### src/sv/sfr_pkg.sv
// Package for the streaming find-and-replace unit.
// Holds widths, defaults, register and operation codes, and the cell control structs.
// No dependencies.
package sfr_pkg;

  localparam int DATA_W      = 8;
  localparam int CFG_W       = 64;
  localparam int LEN_W       = 4;
  localparam int CFG_ADDR_W  = 2;
  localparam int PATTERN_MAX = 8;
  localparam int REPLACE_MAX = 8;

  localparam logic [DATA_W-1:0] NEWLINE = 8'h0A;

  typedef enum logic [CFG_ADDR_W-1:0] {
    CFG_PATTERN  = 2'd0,
    CFG_PAT_LEN  = 2'd1,
    CFG_REPL     = 2'd2,
    CFG_REPL_LEN = 2'd3
  } cfg_reg_t;

  typedef enum logic {
    OP_DATA = 1'b0,
    OP_END  = 1'b1
  } op_t;

  // Control for one window cell.
  typedef struct packed {
    logic load;
    logic sel_new;
  } win_ctl_t;

  // Control for one output cell.
  typedef struct packed {
    logic load;
    logic shift;
  } out_ctl_t;

endpackage

### src/sv/sfr_win_cell.sv
// One cell of the pending window: holds a byte and compares it with every pattern byte.
// Depends on sfr_pkg.
module sfr_win_cell #(
  parameter int PATTERN_MAX = sfr_pkg::PATTERN_MAX
) (
  input  logic                              clk,
  input  sfr_pkg::win_ctl_t                 ctl,
  input  logic [sfr_pkg::DATA_W-1:0]        d,
  input  logic [sfr_pkg::DATA_W-1:0]        in_byte,
  input  logic [sfr_pkg::CFG_W-1:0]         pattern,
  output logic [sfr_pkg::DATA_W-1:0]        cur,
  output logic [PATTERN_MAX-1:0]            eq
);

  logic [sfr_pkg::DATA_W-1:0] held;

  always_ff @(posedge clk) begin
    if (ctl.load) begin
      held <= d;
    end
  end

  // The cell just past the filled part shows the incoming byte.
  assign cur = ctl.sel_new ? in_byte : held;

  always_comb begin
    for (int j = 0; j < PATTERN_MAX; j++) begin
      eq[j] = (cur == pattern[sfr_pkg::DATA_W*j +: sfr_pkg::DATA_W]);
    end
  end

endmodule

### src/sv/sfr_out_cell.sv
// One cell of the output chain: loads a result byte or takes its right neighbour's byte.
// Depends on sfr_pkg.
module sfr_out_cell (
  input  logic                          clk,
  input  sfr_pkg::out_ctl_t             ctl,
  input  logic [sfr_pkg::DATA_W-1:0]    load_byte,
  input  logic [sfr_pkg::DATA_W-1:0]    right_byte,
  output logic [sfr_pkg::DATA_W-1:0]    q
);

  always_ff @(posedge clk) begin
    if (ctl.load) begin
      q <= load_byte;
    end else if (ctl.shift) begin
      q <= right_byte;
    end
  end

endmodule

### src/sv/stream_find_replace_unit.sv
// Top level of the streaming find-and-replace unit.
// Depends on sfr_pkg, sfr_win_cell and sfr_out_cell.
//
//  channel   direction  beat contents
//  s_*       in         tdata[7:0] in_byte, tuser[0] operation, one input item per beat
//  m_*       out        tdata[7:0] out_byte, tlast run_last, one output byte per beat
//  cfg_*     in         register write: cfg_addr index, cfg_data value, cfg_we strobe
//
// An accepted input item's first output byte shows the next cycle when the output chain is
// free, and an item that yields n bytes holds the chain until all n bytes are sent.
// Items that yield one byte or none flow at one per cycle with m_tready high.
// A one-item skid register in front of the output chain keeps s_tready registered; it drops
// only while that register is occupied. Synchronous reset empties the window, the output
// chain and the skid register and restores the register defaults; no clearing pass is needed.
module stream_find_replace_unit #(
  parameter int PATTERN_MAX = sfr_pkg::PATTERN_MAX,
  parameter int REPLACE_MAX = sfr_pkg::REPLACE_MAX
) (
  input  logic                              clk,
  input  logic                              rst,
  input  logic                              s_tvalid,
  output logic                              s_tready,
  input  logic [sfr_pkg::DATA_W-1:0]        s_tdata,   // [7:0] in_byte
  input  logic                              s_tuser,   // [0] operation
  output logic                              m_tvalid,
  input  logic                              m_tready,
  output logic [sfr_pkg::DATA_W-1:0]        m_tdata,   // [7:0] out_byte
  output logic                              m_tlast,
  input  logic                              cfg_we,
  input  logic [sfr_pkg::CFG_ADDR_W-1:0]    cfg_addr,
  input  logic [sfr_pkg::CFG_W-1:0]         cfg_data
);

  localparam int QD = (PATTERN_MAX > REPLACE_MAX) ? PATTERN_MAX : REPLACE_MAX;
  localparam int FW = $clog2(PATTERN_MAX + 1);
  localparam int RW = $clog2(REPLACE_MAX + 1);
  localparam int CW = $clog2(QD + 1);
  localparam int DW = sfr_pkg::DATA_W;

  // Configuration registers.
  logic [sfr_pkg::CFG_W-1:0] pattern;
  logic [sfr_pkg::LEN_W-1:0] pat_len;
  logic [sfr_pkg::CFG_W-1:0] repl;
  logic [sfr_pkg::LEN_W-1:0] repl_len;

  // Window and line state.
  logic [FW-1:0] fill, fill_next;
  logic          line_open, line_open_next;

  // Output chain and skid register.
  logic [CW-1:0] ocnt;
  logic [CW-1:0] pcnt;
  logic [DW-1:0] pbuf [QD];
  logic [DW-1:0] oq   [QD];

  logic [FW-1:0] plen;
  logic [RW-1:0] rlen;
  logic [FW-1:0] efill;
  logic          acc, is_end, is_nl, flush, hit;
  logic [DW-1:0] e  [PATTERN_MAX];
  logic [PATTERN_MAX-1:0] eq [PATTERN_MAX];
  logic [DW-1:0] wd [PATTERN_MAX];
  logic [PATTERN_MAX:0] pre, cand;
  logic [FW-1:0] ksel;
  logic [DW-1:0] res [QD];
  logic [CW-1:0] n;
  logic          act_free, pvalid, pop, load_act;
  logic [DW-1:0] src [QD];
  logic [CW-1:0] src_cnt;

  always_ff @(posedge clk) begin
    if (rst) begin
      pattern  <= '0;
      pat_len  <= sfr_pkg::LEN_W'(1);
      repl     <= '0;
      repl_len <= sfr_pkg::LEN_W'(1);
    end else if (cfg_we) begin
      case (sfr_pkg::cfg_reg_t'(cfg_addr))
        sfr_pkg::CFG_PATTERN:  pattern  <= cfg_data;
        sfr_pkg::CFG_PAT_LEN:  pat_len  <= cfg_data[sfr_pkg::LEN_W-1:0];
        sfr_pkg::CFG_REPL:     repl     <= cfg_data;
        sfr_pkg::CFG_REPL_LEN: repl_len <= cfg_data[sfr_pkg::LEN_W-1:0];
        default: ;
      endcase
    end
  end

  // A length of zero acts as one, and any length above the maximum acts as the maximum.
  always_comb begin
    if (pat_len == '0) begin
      plen = FW'(1);
    end else if (pat_len > sfr_pkg::LEN_W'(PATTERN_MAX)) begin
      plen = FW'(PATTERN_MAX);
    end else begin
      plen = FW'(pat_len);
    end
    if (repl_len == '0) begin
      rlen = RW'(1);
    end else if (repl_len > sfr_pkg::LEN_W'(REPLACE_MAX)) begin
      rlen = RW'(REPLACE_MAX);
    end else begin
      rlen = RW'(repl_len);
    end
  end

  assign pvalid = (pcnt != '0);
  assign s_tready = !pvalid;
  assign acc    = s_tvalid && s_tready;
  assign is_end = (sfr_pkg::op_t'(s_tuser) == sfr_pkg::OP_END);
  assign is_nl  = !is_end && (s_tdata == sfr_pkg::NEWLINE);
  assign flush  = is_end || is_nl;
  assign efill  = fill + FW'(1);

  for (genvar i = 0; i < PATTERN_MAX; i++) begin : g_win
    sfr_pkg::win_ctl_t wctl;
    assign wctl.load    = acc;
    assign wctl.sel_new = (fill == FW'(i));
    sfr_win_cell #(.PATTERN_MAX(PATTERN_MAX)) u_cell (
      .clk     (clk),
      .ctl     (wctl),
      .d       (wd[i]),
      .in_byte (s_tdata),
      .pattern (pattern),
      .cur     (e[i]),
      .eq      (eq[i])
    );
  end

  // pre[k]: the window from byte k onwards is a prefix of the pattern.
  // cand[k]: it is also shorter than the pattern, so it may stay pending.
  always_comb begin
    for (int k = 0; k <= PATTERN_MAX; k++) begin
      pre[k] = 1'b1;
      for (int j = 0; j < PATTERN_MAX; j++) begin
        if (k + j < PATTERN_MAX) begin
          if ((k + j) < int'(efill) && !eq[k+j][j]) begin
            pre[k] = 1'b0;
          end
        end
      end
      cand[k] = pre[k] && ((int'(efill) - k) < int'(plen));
    end
    ksel = FW'(PATTERN_MAX);
    for (int k = PATTERN_MAX; k >= 0; k--) begin
      if (cand[k]) begin
        ksel = FW'(k);
      end
    end
    hit = (efill == plen) && pre[0];
  end

  // Surviving bytes move left by the number of bytes sent out.
  always_comb begin
    for (int i = 0; i < PATTERN_MAX; i++) begin
      wd[i] = '0;
      for (int s = 0; s < PATTERN_MAX; s++) begin
        if (ksel == FW'(s) && i + s < PATTERN_MAX) begin
          wd[i] = e[i+s];
        end
      end
    end
  end

  always_comb begin
    for (int i = 0; i < QD; i++) begin
      if (!flush && hit) begin
        res[i] = (i < REPLACE_MAX) ? repl[DW*i +: DW] : '0;
      end else if (flush && fill == FW'(i)) begin
        res[i] = sfr_pkg::NEWLINE;
      end else begin
        res[i] = (i < PATTERN_MAX) ? e[i] : '0;
      end
    end
    if (is_end) begin
      n              = CW'(fill) + CW'(line_open);
      fill_next      = '0;
      line_open_next = 1'b0;
    end else if (is_nl) begin
      n              = CW'(fill) + CW'(1);
      fill_next      = '0;
      line_open_next = 1'b0;
    end else if (hit) begin
      n              = CW'(rlen);
      fill_next      = '0;
      line_open_next = 1'b1;
    end else begin
      n              = CW'(ksel);
      fill_next      = efill - ksel;
      line_open_next = 1'b1;
    end
  end

  always_ff @(posedge clk) begin
    if (rst) begin
      fill      <= '0;
      line_open <= 1'b0;
    end else if (acc) begin
      fill      <= fill_next;
      line_open <= line_open_next;
    end
  end

  assign pop      = m_tvalid && m_tready;
  assign act_free = (ocnt == '0) || (ocnt == CW'(1) && m_tready);
  assign load_act = act_free && (pvalid || (acc && n != '0));
  assign src_cnt  = pvalid ? pcnt : n;

  always_comb begin
    for (int i = 0; i < QD; i++) begin
      src[i] = pvalid ? pbuf[i] : res[i];
    end
  end

  always_ff @(posedge clk) begin
    if (acc && n != '0 && !act_free) begin
      for (int i = 0; i < QD; i++) begin
        pbuf[i] <= res[i];
      end
    end
  end

  always_ff @(posedge clk) begin
    if (rst) begin
      pcnt <= '0;
      ocnt <= '0;
    end else begin
      if (acc && n != '0 && !act_free) begin
        pcnt <= n;
      end else if (act_free && pvalid) begin
        pcnt <= '0;
      end
      if (load_act) begin
        ocnt <= src_cnt;
      end else if (pop) begin
        ocnt <= ocnt - CW'(1);
      end
    end
  end

  for (genvar i = 0; i < QD; i++) begin : g_out
    sfr_pkg::out_ctl_t octl;
    logic [DW-1:0]     right;
    assign octl.load  = load_act;
    assign octl.shift = pop;
    if (i + 1 < QD) begin : g_mid
      assign right = oq[i+1];
    end else begin : g_end
      assign right = '0;
    end
    sfr_out_cell u_cell (
      .clk        (clk),
      .ctl        (octl),
      .load_byte  (src[i]),
      .right_byte (right),
      .q          (oq[i])
    );
  end

  assign m_tvalid = (ocnt != '0);
  assign m_tlast  = (ocnt == CW'(1));
  assign m_tdata  = oq[0];

`ifndef NO_ASSERTIONS
  a_fill_bound: assert property (@(posedge clk) disable iff (rst)
    fill < FW'(PATTERN_MAX))
    else $error("window holds as many bytes as the pattern maximum");

  a_skid_behind_active: assert property (@(posedge clk) disable iff (rst)
    pvalid |-> (ocnt != '0))
    else $error("skid register occupied while the output chain is empty");

  a_flush_empties: assert property (@(posedge clk) disable iff (rst)
    (acc && flush) |=> (fill == '0))
    else $error("window not empty after a newline or end of stream");

  a_result_shows: assert property (@(posedge clk) disable iff (rst)
    (acc && n != '0) |=> m_tvalid)
    else $error("accepted item with results left the output idle");

  a_count_bound: assert property (@(posedge clk) disable iff (rst)
    (ocnt <= CW'(QD)) && (pcnt <= CW'(QD)))
    else $error("output count beyond the chain depth");
`endif

endmodule

### config.mk
export PLATFORM = sky130hd
export DESIGN_NAME = stream_find_replace_unit
export DESIGN_NICKNAME = d
export VERILOG_FILES = /design/src/sv/sfr_pkg.sv /design/src/sv/sfr_win_cell.sv /design/src/sv/sfr_out_cell.sv /design/src/sv/stream_find_replace_unit.sv
export SDC_FILE = /design/constraint.sdc
export NUM_CORES = 1
export LEC_CHECK = 0
export CORE_UTILIZATION = 37
export CTS_BUF_LIST = sky130_fd_sc_hd__clkbuf_8
export CTS_CLUSTER_SIZE = 40
export DETAILED_ROUTE_END_ITERATION = 10
export DONT_BUFFER_PORTS = 1
export GPL_TIMING_DRIVEN = 0
export REMOVE_ABC_BUFFERS = 1
export SYNTH_ARGS = -nofsm -noshare
export SYNTH_HDL_FRONTEND = slang
export SYNTH_SLANG_ARGS = --single-unit
### constraint.sdc
create_clock -name clk -period 14.1 [get_ports clk]
set_clock_uncertainty 0.05 [all_clocks]
set_input_delay 1.41 -clock clk [delete_from_list [all_inputs] [get_ports clk]]
set_output_delay 1.41 -clock clk [all_outputs]
set_load 0.1 [all_outputs]
==> summary.txt <==
Status
  – Status: finished clean

Route
  – Routed met2 length: 44200 um
  – 1st-iter DRT viols: 2476
  – Highest Signal Layer: met5
  – Antenna-violating nets left: 0
  – WL met1: 41600 um
  – Vias/cell: 6.15
  – Via count: 21500
  – Metal3 WL: 9180 um
  – DR WL/cell: between 20 and 30 um
  – DRC Markers: 0
  – Routed WL: between 90000 and 100000 um
  – First-pass iteration count of the detailed router: 6

STA
  – Setup TNS: 0 ns
  – Final Max Tran Viols: 0
  – RSZ-0062 raised after global routing: false
  – Slew headroom: 3.53%
  – Final hold violation count: 0
  – F_max: between 0.1 and 0.15 GHz
  – Slew @ Worst Pin: 1.42 ns
  – Final setup violation count: 0
  – Min cycle time layout: 8.79 ns
  – Fin crit share: 62.3%

Clocking
  – Root Driver: clkbuf_8
  – Post_cts resized: 0
  – Hold buffer count at cts: 0
  – Skew-Pair Late Insertion Delay: 0.70 ns
  – Total CTS buffers: 61
  – Post-CTS Setup Repair Bufs: 0
  – Worst-path clk slew: 0.06 ns
  – Sinks on Clock Net: 341
  – CTS Buffer Depth: 3
  – H-tree lvl count: 2
  – TritonCTS clock tree: done

Yosys
  – Adder-cell share of the synthesized area: 2.15%
  – Post-synthesis compound-gate area fraction: 18.1%
  – Area share of the largest cell type after synthesis: approximately a quarter
  – Sequential share of the synthesized area: 37.0%
  – Cells after Synth: 2761
  – Yosys top cell by area: edfxtp_1
  – Number of synthesized register bits: 341
  – Mux contribution to synthesized area: 7.91%
  – Primary FF master, synth: edfxtp_1
  – EDFF count, synth: 192
  – Largest family of logic cells by synthesized area: compound AO/OA/AOI/OAI gates
  – Area contributors post-synth: edfxtp_1 (24%), dfxtp_1 (13%), nand2_1 (7.4%)
  – Post-Synth XOR/XNOR Area: 12.3%
  – Distinct cells, synth: 98
  – Syn avg cell area: 8.56 sq um
  – Post-synthesis cell area: 23600 sq um
  – YS warnings: 0
  – Synth Area in Simple Gates: 16.7%
  – Synth async-reset ratio: 0%

Place
  – Detail Placement HPWL: 70100 um
  – PortBufs: 0
  – Gpl congestion: 0.999

Worst setup path
  – R2r worst-path depth: 16
  – Critical path peak fanout: 37
  – WP data required: ~14 ns
  – Worst Path Arrival: 9.13 ns
  – Worst R2R End: g_out[6].u_cell.q[2]
  – CP max stage cell: mux2i_2
  – Critical path type: flip-flop to flip-flop
  – Worst r2r src: fill[0]
  – Reg2reg setup slack: approximately 5.3 ns
  – Crit start category: flip-flop
  – CP dominant cell by count: buf_8
  – Setup crit end kind: flip-flop
  – CP max stage delay: 1.09 ns
  – Cells along the critical path: ha_1 -> nand3b_1 -> buf_8 -> buf_16 -> mux2i_2 -> xnor2_1 -> a211oi_1 -> a41oi_1 -> nor4_4 -> o2bb2ai_1 -> a31oi_4 -> a211oi_4 -> buf_8 -> nor2_4 -> buf_12 -> mux2_1

Floorplan
  – Row count: 92
  – DIE HEIGHT: 255 um
  – Die area: 64900 sq um
  – Die W: 255 um
  – Starting Density: 37.4%
  – Ports: 91
  – Core area: 63100 sq um

Hold path
  – Min-Delay Startpoint: repl[55]
  – Hold path cells: 2
  – WHS Endpoint: repl[55]
  – Hold/Removal Path Class: flip-flop to flip-flop

Job
  – Max Cap Viol: 0

Cells and area
  – Share of cells above drive strength 1: 9.83%
  – Highest-count cells in the layout ignoring fill and taps: nand2_1 (462), a21oi_1 (213), o21ai_0 (198)
  – ANT cells: 0
  – Post-layout nets: approximately 2700
  – Commonest non-fill, non-tap cell in the layout: nand2_1
  – P&R area growth vs syn: 8.82%

GRT
  – Largest net degree at the start of global routing: ~150
  – GRT Overall Usage: a little under a third
  – Total grt overflow: 0
  – First-pass GRT wire length: 143000 um
  – Antenna violations before repair: 2
  – Vias in the first global route: between 20000 and 25000
[worst max-delay path: cells and delay by family, from the launching register on]
| kind | cells | cell delay, ns |
|---|---|---|
| DFF | 1 | 0.82 |
| buffers and inverters | 4 | 1.12 |
| and+or+nand+nor | 3 | 1.64 |
| AOI/OAI and AO/OA | 5 | 2.45 |
| muxes | 2 | 1.56 |
| adders and majority gates | 1 | 0.64 |
| xor gates and xnor gates | 1 | 0.13 |
[layout make-up]
type                       instances  area, sq um
clock buffer                      76         1050
clock inverter                    39          277
fill                            6365        37400
inverter                          50          195
multi-input combinational       2089        13600
sequential                       341         8750
tap                              846         1060
timing repair buffer              49          766
[worst max path at each step]
stage | start | endpoint | slack [ns] | cells after the start
floorplan | fill[0] | pbuf[0][0] | 3.46 | 14
global placement | fill[0] | pbuf[1][14] | -3.84 | 10
detailed placement | fill[0] | g_out[6].u_cell.q[2] | 5.48 | 16
CTS | fill[0] | g_out[6].u_cell.q[2] | 5.52 | 16
global route | fill[0] | g_out[6].u_cell.q[2] | 5.19 | 16
finish | fill[0] | g_out[6].u_cell.q[2] | 5.31 | 16
[per-layer routing]
layer,global-route usage (%),vias to the layer above
li1,-,9465
met1,40.4,10500
met2,47.4,1226
met3,5.95,237
met4,12.4,2
met5,0,-
[flip-flops by register name (all words and copies together) (netlist names)]
register	count
pbuf	64
fill	4
g_out.u_cell.q	64
pcnt	4
line_open	1
pattern	64
repl	64
ocnt	4
g_win.u_cell.held	64
repl_len	4
pat_len	4
[synth_stat cells (all sizes together), types with 18 or more instances]
| master | number |
|---|---|
| a31oi | 20 |
| o21ai | 202 |
| nor4 | 50 |
| mux2 | 74 |
| nand2 | 465 |
| clkbuf | 199 |
| xor2 | 193 |
| o22ai | 36 |
| a21oi | 216 |
| dfxtp | 149 |
| nand4 | 27 |
| nor2 | 113 |
| mux2i | 85 |
| edfxtp | 192 |
| buf | 82 |
| xnor2 | 138 |
| ha | 39 |
| o221ai | 31 |
| nand3 | 82 |
| o211ai | 24 |
| inv | 50 |
| nand2b | 18 |
| nor3 | 54 |
[logic make-up (layout without fill, tap and decap cells)]
group	Yosys count	after routing
buffers and inverters	331	214
AND/OR/NAND/NOR	877	877
AO/OA/AOI/OAI	682	682
flip-flops	341	341
adder cells (fa/ha/maj)	40	40
XOR/XNOR	331	331
multiplexers	159	159
[per-stage QoR]
stage | instances | utilization, % | instance area, sq um | worst slack [ns] | hold WS (ns)
after detailed placement | 3374 | 38.6 | 24400 | 5.48 | 0.392
after global placement | 3326 | 37.3 | 23500 | -3.84 | 0.385
after CTS | 3489 | 40.7 | 25700 | 5.52 | 0.401
after floorplan | 2480 | - | 22500 | 3.46 | 0.375
final | 3490 | 40.8 | 25700 | 5.31 | 0.398
after global routing | 3490 | 40.8 | 25700 | 5.19 | 0.416
Power is left out: the tool's default activity adds up to more than one toggle a clock period on the data nets, which glitch-free logic cannot reach.
